===== src/rtl/core/kai_pkg.sv =====
// Keyframe angle interpolator: shared types and constants.
// No dependencies; used by keyframe_angle_interpolator_core.
package kai_pkg;

  localparam int unsigned CFG_IDX_W = 3;
  localparam int unsigned CFG_DATA_W = 20;
  localparam int unsigned ANGLE_W = 16;

  // Store geometry and timer width (fixed by the field layout)
  localparam int unsigned MAX_KEYS  = 8;
  localparam int unsigned NUM_LIMBS = 4;
  localparam int unsigned TIME_BITS = 20;

  typedef enum logic [CFG_IDX_W-1:0] {
    REG_CLIP_DURATION = 3'd0,
    REG_LOOP_ENABLE   = 3'd1,
    REG_PLAY_SPEED    = 3'd2,
    REG_KEY_COUNT0    = 3'd3,
    REG_KEY_COUNT1    = 3'd4,
    REG_KEY_COUNT2    = 3'd5,
    REG_KEY_COUNT3    = 3'd6
  } cfg_reg_t;

  localparam logic REQ_TICK  = 1'b0;
  localparam logic REQ_WRITE = 1'b1;

  typedef enum logic [10:0] {
    ST_IDLE   = 11'b00000000001,
    ST_MULT   = 11'b00000000010,
    ST_WRAP   = 11'b00000000100,
    ST_LIMB   = 11'b00000001000,
    ST_RD     = 11'b00000010000,
    ST_CMP    = 11'b00000100000,
    ST_PROD   = 11'b00001000000,
    ST_DIV    = 11'b00010000000,
    ST_FIX    = 11'b00100000000,
    ST_NEXT   = 11'b01000000000,
    ST_OUT    = 11'b10000000000
  } state_t;

endpackage


===== src/rtl/core/keyframe_angle_interpolator_core.sv =====
// Keyframe angle interpolator, top level and only module.
// Depends on kai_pkg (register codes, request kinds, state encoding, store geometry).
//
// Channel | Dir | tdata fields, LSB first                       | tuser
// in_     | in  | frame_delta[15:0] limb_select[17:16]          | req_type
//         |     | key_slot[20:18] key_time[40:21] angle[56:41]  |
// out_    | out | angle_limb0..3 [63:0], timer_now [83:64]      | -
// cfg_    | in  | plain write: cfg_we, cfg_idx, cfg_wdata       | -
//
// A write request is accepted, then written to the key memory. A tick runs the timer
// update with its modulo, then per limb a serial key search, one
// key read per step from the key memory, and for a bracketing pair a restoring
// divide of TIME_BITS+17 steps.
// Key memories hold no reset contents. Reset is synchronous, active low; the result
// register waits for out_tready while no new request is taken.
module keyframe_angle_interpolator_core (
  input  logic         clk,
  input  logic         rst_n,
  input  logic         in_tvalid,
  output logic         in_tready,
  input  logic [63:0]  in_tdata,   // frame_delta, limb_select, key_slot, key_time, key_angle
  input  logic         in_tuser,   // req_type
  output logic         out_tvalid,
  input  logic         out_tready,
  output logic [87:0]  out_tdata,  // angle_limb0..3, timer_now
  input  logic                            cfg_we,
  input  logic [kai_pkg::CFG_IDX_W-1:0]   cfg_idx,
  input  logic [kai_pkg::CFG_DATA_W-1:0]  cfg_wdata
);

  localparam int unsigned MAX_KEYS  = kai_pkg::MAX_KEYS;
  localparam int unsigned NUM_LIMBS = kai_pkg::NUM_LIMBS;
  localparam int unsigned TIME_BITS = kai_pkg::TIME_BITS;
  localparam int unsigned SLOT_W  = (MAX_KEYS > 1) ? $clog2(MAX_KEYS) : 1;
  localparam int unsigned LIMB_W  = (NUM_LIMBS > 1) ? $clog2(NUM_LIMBS) : 1;
  localparam int unsigned ADDR_W  = SLOT_W + LIMB_W;
  localparam int unsigned DEPTH   = NUM_LIMBS * MAX_KEYS;
  localparam int unsigned CNT_W   = 4;
  localparam int unsigned SUM_W   = 29;        // timer + (16b*12b>>8)
  localparam int unsigned QW      = TIME_BITS + 17; // |dt*dA| width
  localparam int unsigned DCNT_W  = $clog2(QW + 1);
  localparam int unsigned MCNT_W  = $clog2(SUM_W + 1);
  localparam int unsigned AW      = kai_pkg::ANGLE_W;

  // Configuration
  logic [19:0] clip_duration_r;
  logic        loop_enable_r;
  logic [11:0] play_speed_r;
  logic [CNT_W-1:0] key_count_r [4];

  always_ff @(posedge clk) begin
    if (!rst_n) begin
      clip_duration_r <= 20'd4096;
      loop_enable_r   <= 1'b0;
      play_speed_r    <= 12'd256;
      for (int i = 0; i < 4; i++) key_count_r[i] <= '0;
    end else if (cfg_we) begin
      case (kai_pkg::cfg_reg_t'(cfg_idx))
        kai_pkg::REG_CLIP_DURATION: clip_duration_r <= cfg_wdata;
        kai_pkg::REG_LOOP_ENABLE:   loop_enable_r <= cfg_wdata[0];
        kai_pkg::REG_PLAY_SPEED:    play_speed_r <= cfg_wdata[11:0];
        kai_pkg::REG_KEY_COUNT0:    key_count_r[0] <= cfg_wdata[3:0];
        kai_pkg::REG_KEY_COUNT1:    key_count_r[1] <= cfg_wdata[3:0];
        kai_pkg::REG_KEY_COUNT2:    key_count_r[2] <= cfg_wdata[3:0];
        kai_pkg::REG_KEY_COUNT3:    key_count_r[3] <= cfg_wdata[3:0];
        default: ;
      endcase
    end
  end

  // Input fields
  wire [15:0] f_delta = in_tdata[15:0];
  wire [1:0]  f_limb  = in_tdata[17:16];
  wire [2:0]  f_slot  = in_tdata[20:18];
  wire [19:0] f_time  = in_tdata[40:21];
  wire [15:0] f_angle = in_tdata[56:41];

  kai_pkg::state_t state_r;

  // Key memories: one write port, one registered read port
  logic [TIME_BITS-1:0] time_mem [DEPTH];
  logic [AW-1:0]        ang_mem  [DEPTH];
  logic                 mem_we_r;
  logic [ADDR_W-1:0]    mem_waddr_r;
  logic [TIME_BITS-1:0] mem_wtime_r;
  logic [AW-1:0]        mem_wang_r;
  logic [ADDR_W-1:0]    rd_addr;
  logic [TIME_BITS-1:0] rd_time_r;
  logic [AW-1:0]        rd_ang_r;

  always_ff @(posedge clk) begin
    if (mem_we_r) begin
      time_mem[mem_waddr_r] <= mem_wtime_r;
      ang_mem[mem_waddr_r]  <= mem_wang_r;
    end
    rd_time_r <= time_mem[rd_addr];
    rd_ang_r  <= ang_mem[rd_addr];
  end

  // Datapath registers
  logic [TIME_BITS-1:0] timer_r;
  logic [SUM_W-1:0]     sum_r;
  logic [SUM_W-1:0]     rem_r;
  logic [MCNT_W-1:0]    mcnt_r;
  logic [LIMB_W-1:0]    limb_r;
  logic [SLOT_W:0]      key_r;       // index of the key being read (key b once phase_r is set)
  logic                 phase_r;     // 0: waiting key a, 1: key b
  logic [TIME_BITS-1:0] ta_r, tb_r;
  logic signed [AW-1:0] aa_r, ab_r;
  logic [QW-1:0]        num_r;
  logic                 neg_r;
  logic [QW-1:0]        quo_r;
  logic [QW:0]          drem_r;
  logic [DCNT_W-1:0]    dcnt_r;
  logic signed [AW-1:0] ang_r [4];
  logic                 out_valid_r;

  logic [CNT_W-1:0] cnt_eff;
  always_comb begin
    cnt_eff = key_count_r[limb_r];
    if (32'(cnt_eff) > MAX_KEYS) cnt_eff = CNT_W'(MAX_KEYS);
  end

  always_comb begin
    rd_addr = {limb_r, key_r[SLOT_W-1:0]};
  end

  wire [SUM_W-1:0] dur_ext = SUM_W'(clip_duration_r);
  wire [SUM_W-1:0] dur_sh  = dur_ext << mcnt_r;
  wire [TIME_BITS:0] dt  = {1'b0, timer_r} - {1'b0, ta_r};
  wire [TIME_BITS-1:0] den = tb_r - ta_r;
  wire signed [AW:0] da = {ab_r[AW-1], ab_r} - {aa_r[AW-1], aa_r};
  wire [AW:0] da_mag = da[AW] ? (~da + 1'b1) : da;
  wire [QW:0] drem_sh = {drem_r[QW-1:0], num_r[QW-1]};

  assign in_tready  = (state_r == kai_pkg::ST_IDLE) && !out_valid_r && !mem_we_r;
  assign out_tvalid = out_valid_r;

  always_ff @(posedge clk) begin
    if (!rst_n) begin
      state_r     <= kai_pkg::ST_IDLE;
      timer_r     <= '0;
      mem_we_r    <= 1'b0;
      out_valid_r <= 1'b0;
    end else begin
      mem_we_r <= 1'b0;
      if (out_valid_r && out_tready) out_valid_r <= 1'b0;
      case (state_r)
        kai_pkg::ST_IDLE: begin
          if (in_tvalid && in_tready) begin
            if (in_tuser == kai_pkg::REQ_WRITE) begin
              if (32'(f_limb) < NUM_LIMBS && 32'(f_slot) < MAX_KEYS) begin
                mem_we_r    <= 1'b1;
                mem_waddr_r <= {LIMB_W'(f_limb), SLOT_W'(f_slot)};
                mem_wtime_r <= TIME_BITS'(f_time);
                mem_wang_r  <= f_angle;
              end
            end else begin
              sum_r   <= SUM_W'((28'(f_delta) * 28'(play_speed_r)) >> 8);
              state_r <= kai_pkg::ST_MULT;
            end
          end
        end
        kai_pkg::ST_MULT: begin
          sum_r  <= sum_r + SUM_W'(timer_r);
          // sum stays below 2^(TIME_BITS+1): quotient bits TIME_BITS..0
          mcnt_r <= MCNT_W'(TIME_BITS);
          state_r <= kai_pkg::ST_WRAP;
        end
        kai_pkg::ST_WRAP: begin
          // looping: restoring modulo, one shift of the duration per cycle; zero for zero duration; else clamp
          if (!loop_enable_r) begin
            timer_r <= TIME_BITS'((sum_r > dur_ext) ? dur_ext : sum_r);
            limb_r <= '0;
            state_r <= kai_pkg::ST_LIMB;
          end else if (clip_duration_r == '0) begin
            timer_r <= '0;
            limb_r <= '0;
            state_r <= kai_pkg::ST_LIMB;
          end else begin
            if (sum_r >= dur_sh && (dur_sh >> mcnt_r) == dur_ext) sum_r <= sum_r - dur_sh;
            if (mcnt_r == '0) begin
              mcnt_r <= mcnt_r;
              if (sum_r < dur_ext) begin
                timer_r <= TIME_BITS'(sum_r);
                limb_r <= '0;
                state_r <= kai_pkg::ST_LIMB;
              end
            end else begin
              mcnt_r <= mcnt_r - 1'b1;
            end
          end
        end
        kai_pkg::ST_LIMB: begin
          key_r   <= '0;
          phase_r <= 1'b0;
          if (cnt_eff == '0) begin
            ang_r[2'(limb_r)] <= '0;
            state_r <= kai_pkg::ST_NEXT;
          end else begin
            state_r <= kai_pkg::ST_RD;
          end
        end
        kai_pkg::ST_RD: begin
          // read of key_r issued this cycle, data next
          state_r <= kai_pkg::ST_CMP;
        end
        kai_pkg::ST_CMP: begin
          if (!phase_r) begin
            ta_r <= rd_time_r;
            aa_r <= rd_ang_r;
            if (cnt_eff == CNT_W'(1)) begin
              ang_r[2'(limb_r)] <= rd_ang_r;
              state_r <= kai_pkg::ST_NEXT;
            end else begin
              phase_r <= 1'b1;
              key_r <= key_r + 1'b1;
              state_r <= kai_pkg::ST_RD;
            end
          end else begin
            tb_r <= rd_time_r;
            ab_r <= rd_ang_r;
            if (timer_r >= ta_r && timer_r <= rd_time_r) begin
              state_r <= kai_pkg::ST_PROD;
            end else if (CNT_W'(key_r) + 1'b1 >= cnt_eff) begin
              ang_r[2'(limb_r)] <= rd_ang_r;
              state_r <= kai_pkg::ST_NEXT;
            end else begin
              ta_r <= rd_time_r;
              aa_r <= rd_ang_r;
              key_r <= key_r + 1'b1;
              state_r <= kai_pkg::ST_RD;
            end
          end
        end
        kai_pkg::ST_PROD: begin
          if (den == '0) begin
            ang_r[2'(limb_r)] <= aa_r;
            state_r <= kai_pkg::ST_NEXT;
          end else begin
            num_r  <= QW'(dt[TIME_BITS-1:0] * da_mag);
            neg_r  <= da[AW];
            quo_r  <= '0;
            drem_r <= '0;
            dcnt_r <= DCNT_W'(QW);
            state_r <= kai_pkg::ST_DIV;
          end
        end
        kai_pkg::ST_DIV: begin
          num_r <= num_r << 1;
          if (drem_sh >= (QW+1)'(den)) begin
            drem_r <= drem_sh - (QW+1)'(den);
            quo_r  <= {quo_r[QW-2:0], 1'b1};
          end else begin
            drem_r <= drem_sh;
            quo_r  <= {quo_r[QW-2:0], 1'b0};
          end
          dcnt_r <= dcnt_r - 1'b1;
          if (dcnt_r == DCNT_W'(1)) state_r <= kai_pkg::ST_FIX;
        end
        kai_pkg::ST_FIX: begin
          // floor division: negative with remainder rounds one further down
          if (neg_r)
            ang_r[2'(limb_r)] <= aa_r - AW'(quo_r) - AW'(drem_r != '0);
          else
            ang_r[2'(limb_r)] <= aa_r + AW'(quo_r);
          state_r <= kai_pkg::ST_NEXT;
        end
        kai_pkg::ST_NEXT: begin
          if (32'(limb_r) + 1 >= NUM_LIMBS || limb_r == LIMB_W'(3)) begin
            state_r <= kai_pkg::ST_OUT;
          end else begin
            limb_r <= limb_r + 1'b1;
            state_r <= kai_pkg::ST_LIMB;
          end
        end
        kai_pkg::ST_OUT: begin
          for (int l = 0; l < 4; l++)
            if (l >= NUM_LIMBS) ang_r[l] <= '0;
          out_valid_r <= 1'b1;
          state_r <= kai_pkg::ST_IDLE;
        end
        default: state_r <= kai_pkg::ST_IDLE;
      endcase
    end
  end

  assign out_tdata = {4'd0, 20'(timer_r), ang_r[3], ang_r[2], ang_r[1], ang_r[0]};

endmodule


===== config.mk =====
export PLATFORM = sky130hd
export DESIGN_NAME = keyframe_angle_interpolator_core
export DESIGN_NICKNAME = d
export VERILOG_FILES = /design/src/rtl/core/kai_pkg.sv /design/src/rtl/core/keyframe_angle_interpolator_core.sv
export SDC_FILE = /design/constraint.sdc
export NUM_CORES = 2
export LEC_CHECK = 0
export BUFFER_PORTS_ARGS = -buffer_cell sky130_fd_sc_hd__buf_2
export CAP_MARGIN = 20
export CORE_ASPECT_RATIO = 2
export CORE_UTILIZATION = 25
export DETAILED_ROUTE_END_ITERATION = 6
export GPL_ROUTABILITY_DRIVEN = 0
export GPL_TIMING_DRIVEN = 0
export PLACE_DENSITY = 0.5
export SYNTH_ARGS = -nofsm -noshare
export SYNTH_HDL_FRONTEND = slang
export SYNTH_SLANG_ARGS = --single-unit

===== constraint.sdc =====
create_clock -name clk -period 28.9 [get_ports clk]
set_input_delay 2.89 -clock clk [delete_from_list [all_inputs] [get_ports clk]]
set_output_delay 2.89 -clock clk [all_outputs]
set_load 0.1 [all_outputs]

==> results.sh <==
export IMPL_r2r_cells=37
export IMPL_yosysTopAreaCell="edfxtp_1"
export IMPL_clock_skew_ps=94.3
export IMPL_yosysUniqueCellTypes=99
export IMPL_nets=8402
export IMPL_cts_buffer_depth=4
export IMPL_tns_ps=0
export IMPL_drt_wl_total_um=311000
export IMPL_io_pins=183
export IMPL_power_density_nw_per_um2=52.1
export IMPL_critPathSlowestCell="xor2_1"
export IMPL_synth_commonest_cells="edfxtp_1, nand2_1, inv_1"
export IMPL_clock_sinks=1588
export IMPL_synth_flop_cell="edfxtp_1"
export IMPL_ant_nets=0
export IMPL_clock_latency_ps=880
export IMPL_drive_gt1_frac=0.107
export IMPL_vdd_drop_max_v=0.0000428
export IMPL_finalHoldViolations=0
export IMPL_numPortBuffers=170
export IMPL_yosysSeqAreaShare=0.523
export IMPL_core_region_area_um2=355000
export IMPL_rr_startpoint="aa_r[0]"
export IMPL_timing_fmax_ghz=0.0808
export IMPL_swShare=0.268
export IMPL_seqPwrFrac=0.486
export IMPL_hp_start="rd_ang_r[15]"
export IMPL_critPathKind="flop to flop"
export IMPL_critical_path_peak_fanout=10
export IMPL_timing_rr_end="num_r[35]"
export IMPL_netSwitchingPower_uw=1440
export IMPL_whs_ps=455
export IMPL_worst_pin_slew_ps=1280
export IMPL_grt_pass1_wl_um=442000
export IMPL_firstDrtPassIters=7
export IMPL_clockRootBuffer="clkbuf_16"
export IMPL_htreeDepth=4
export IMPL_internal_power_uw=3930
export IMPL_startpoint_type="flop"
export IMPL_failed_checks="design-rule violations"
export IMPL_min_to="ab_r[15]"
export IMPL_setup_viol_count_final=0
export IMPL_rrSetupSlack_ps=16520
export IMPL_cts_buffers=154
export IMPL_max_slew_margin_rel=0.138
export IMPL_finalCriticalPeriod_ps=12380
export IMPL_wl_per_cell_um=25.3
export IMPL_areaGrowthSynthToFinish_pct=15.5
export IMPL_cp_data_required_time_ps=29440
export IMPL_leakage_uw=0.0376
export IMPL_hpwl_um=239000
export IMPL_postCtsResizedCells=0
export IMPL_avgSynthCellArea_um2=12.6
export IMPL_cp_arrival_ps=12920
export IMPL_critical_path_buf_inv_count=7
export IMPL_crit_family="adder cells"
export IMPL_antenna_found_initial=23
export IMPL_via_per_inst=4.83
export IMPL_start_util=0.252
export IMPL_comb_power_share=0.138
export IMPL_place_ws_ps=16610
export IMPL_synth_seq_cells=1588
export IMPL_num_rows=309
export IMPL_critPathCaptureType="flop"
export IMPL_period_share=0.428
export IMPL_cp_slowest_stage_delay_ps=860
export IMPL_cts_setup_buffers=0
export IMPL_die_h_um=847
export IMPL_finalWorstSetupSlack_ps=16520
export IMPL_yosys_warnings=0
export IMPL_synth_area_um2=89200
export IMPL_hold_buffers=0
export IMPL_status="finished with violations"
export IMPL_synth_edf_count=1484
export IMPL_stdcell_count=12300
export IMPL_synth_cells=7055
export IMPL_grt_util_all_layers=0.170
export IMPL_yosysTopAreaCellShare=0.499
export IMPL_grt_max_degree=33
export IMPL_worstHoldPathType="flop to flop"
export IMPL_maxCapViolations=0
export IMPL_maxSlewViolCount=0
export IMPL_drt_iter0_markers=4154
export IMPL_grt_remaining_overflow=0
export IMPL_drc=1
export IMPL_p_clk_frac=0.375
export IMPL_grt_pass1_vias=63400
export IMPL_die_w_um=424
export IMPL_cp_common_cell="fa_1"
export IMPL_async_flop_share=0
export IMPL_dpl_cell_count=12000
export IMPL_rsz0062_at_grt="false"
export IMPL_num_vias=59300
export IMPL_fin_util=0.291
export IMPL_hold_depth=0
export IMPL_cts_tree="yes"
export IMPL_yosys_cell_count_top_type="edfxtp_1"
export IMPL_synth_area_leaders="edfxtp_1, fa_1, ha_1"
export IMPL_dieArea_um2=359000
export IMPL_path_clk_slew_ps=70
==> sequential cells by signal, summed over array words and instances (netlist names), 11 cells and up, named ones only <==
name,flops
timer_r,20
ab_r,16
ang_r,64
time_mem,640
mem_wtime_r,20
quo_r,16
sum_r,29
mem_wang_r,16
ta_r,20
aa_r,16
play_speed_r,12
key_count_r,16
ang_mem,512
state_r,11
drem_r,38
tb_r,20
rd_time_r,20
clip_duration_r,20
num_r,37
rd_ang_r,16
==> final cells by class <==
type                       instances  area (µm²)
fill                           35800      251000
sequential                      1588       46600
multi-input combinational       4484       39100
tap                             4665        5840
clock buffer                     184        4050
timing repair buffer             285        2900
inverter                         654        2460
buffer                           332        1320
clock inverter                    83         748
antenna                            8        20.0
==> worst max-delay path by stage <==
stage	startpoint	to	slack (ps)	depth (start not counted)
floorplan	timer_r[0]	num_r[36]	19310	39
global placement	rst_n	quo_r[9]	14580	5
detailed placement	aa_r[0]	num_r[31]	16610	37
CTS	aa_r[0]	num_r[31]	16580	37
global route	aa_r[0]	num_r[33]	16070	37
finish	aa_r[0]	num_r[35]	16520	37
==> routing by layer <==
layer | global-route usage | up-vias | part of all wire
li1 | - | 26500 | -
met4 | 0.137 | 20 | 0.094
met3 | 0.0212 | 937 | 0.037
met2 | 0.342 | 1858 | 0.57
met5 | 0.000133 | - | 0.00040
met1 | 0.147 | 30000 | 0.30
==> power by group through the flow <==
stage	registers (µW)	logic, µW	clock network [µW]
finish	2610	743	2020
global route	2610	828	2140
CTS	2620	730	2070
detailed placement	2670	727	0
global placement	2670	719	0
floorplan	2630	523	0
==> cell usage in the layout (no fill, tap or decap), types with 23 or more instances in the layout <==
| master | instances |
|---|---|
| nor2_1 | 356 |
| edfxtp_1 | 1484 |
| a21oi_1 | 301 |
| mux2i_1 | 345 |
| nand3_1 | 72 |
| buf_2 | 181 |
| a22oi_1 | 28 |
| buf_8 | 31 |
| o21a_1 | 43 |
| and2_1 | 149 |
| a21o_1 | 89 |
| mux4_2 | 172 |
| and3_1 | 23 |
| o21ai_0 | 161 |
| nand2_1 | 734 |
| inv_1 | 649 |
| clkbuf_1 | 263 |
| a211oi_1 | 54 |
| ha_1 | 393 |
| o22ai_1 | 51 |
| or3_1 | 27 |
| clkinv_2 | 27 |
| xor2_1 | 94 |
| xnor2_1 | 128 |
| nor3_1 | 82 |
| nand4_1 | 37 |
| dfxtp_1 | 104 |
| nand2b_1 | 80 |
| clkbuf_16 | 156 |
| o31ai_1 | 23 |
| fa_1 | 417 |
| buf_1 | 69 |
| nor2_4 | 32 |
| nor2b_1 | 49 |
| o221ai_1 | 189 |
| buf_12 | 51 |
==> worst reg2reg max path, delay by kind of cell, from the launching register on <==
| kind | cells | cell delay (ps) |
|---|---|---|
| xor gates and xnor gates | 2 | 1090 |
| and+or+nand+nor | 7 | 1010 |
| buffers and inverters | 7 | 1970 |
| DFF | 1 | 480 |
| AOI/OAI and AO/OA | 12 | 3460 |
| adders and majority gates | 9 | 4080 |
==> cell families (layout without fill, tap and decap cells) <==
| family | after synthesis | after routing | share of synthesized area |
|---|---|---|---|
| buffers and inverters | 986 | 1538 | 0.0423 |
| other | 1 | 12 | 0.0000420 |
| DFF | 1588 | 1588 | 0.523 |
| adders and majority gates | 810 | 810 | 0.149 |
| and+or+nand+nor | 1771 | 1771 | 0.0927 |
| AOI/OAI and AO/OA | 1138 | 1138 | 0.0865 |
| xor gates and xnor gates | 222 | 222 | 0.0218 |
| muxes | 539 | 539 | 0.0853 |
==> per-stage QoR <==
| stage | area [µm²] | power (µW) |
|---|---|---|
| final | 103000 | 5370 |
| after global placement | 95900 | 3390 |
| after detailed placement | 97900 | 3390 |
| after floorplan | 89200 | 3160 |
| after CTS | 103000 | 5420 |
| after global routing | 103000 | 5580 |
No activity file was read; power rests on OpenSTA's default activity.
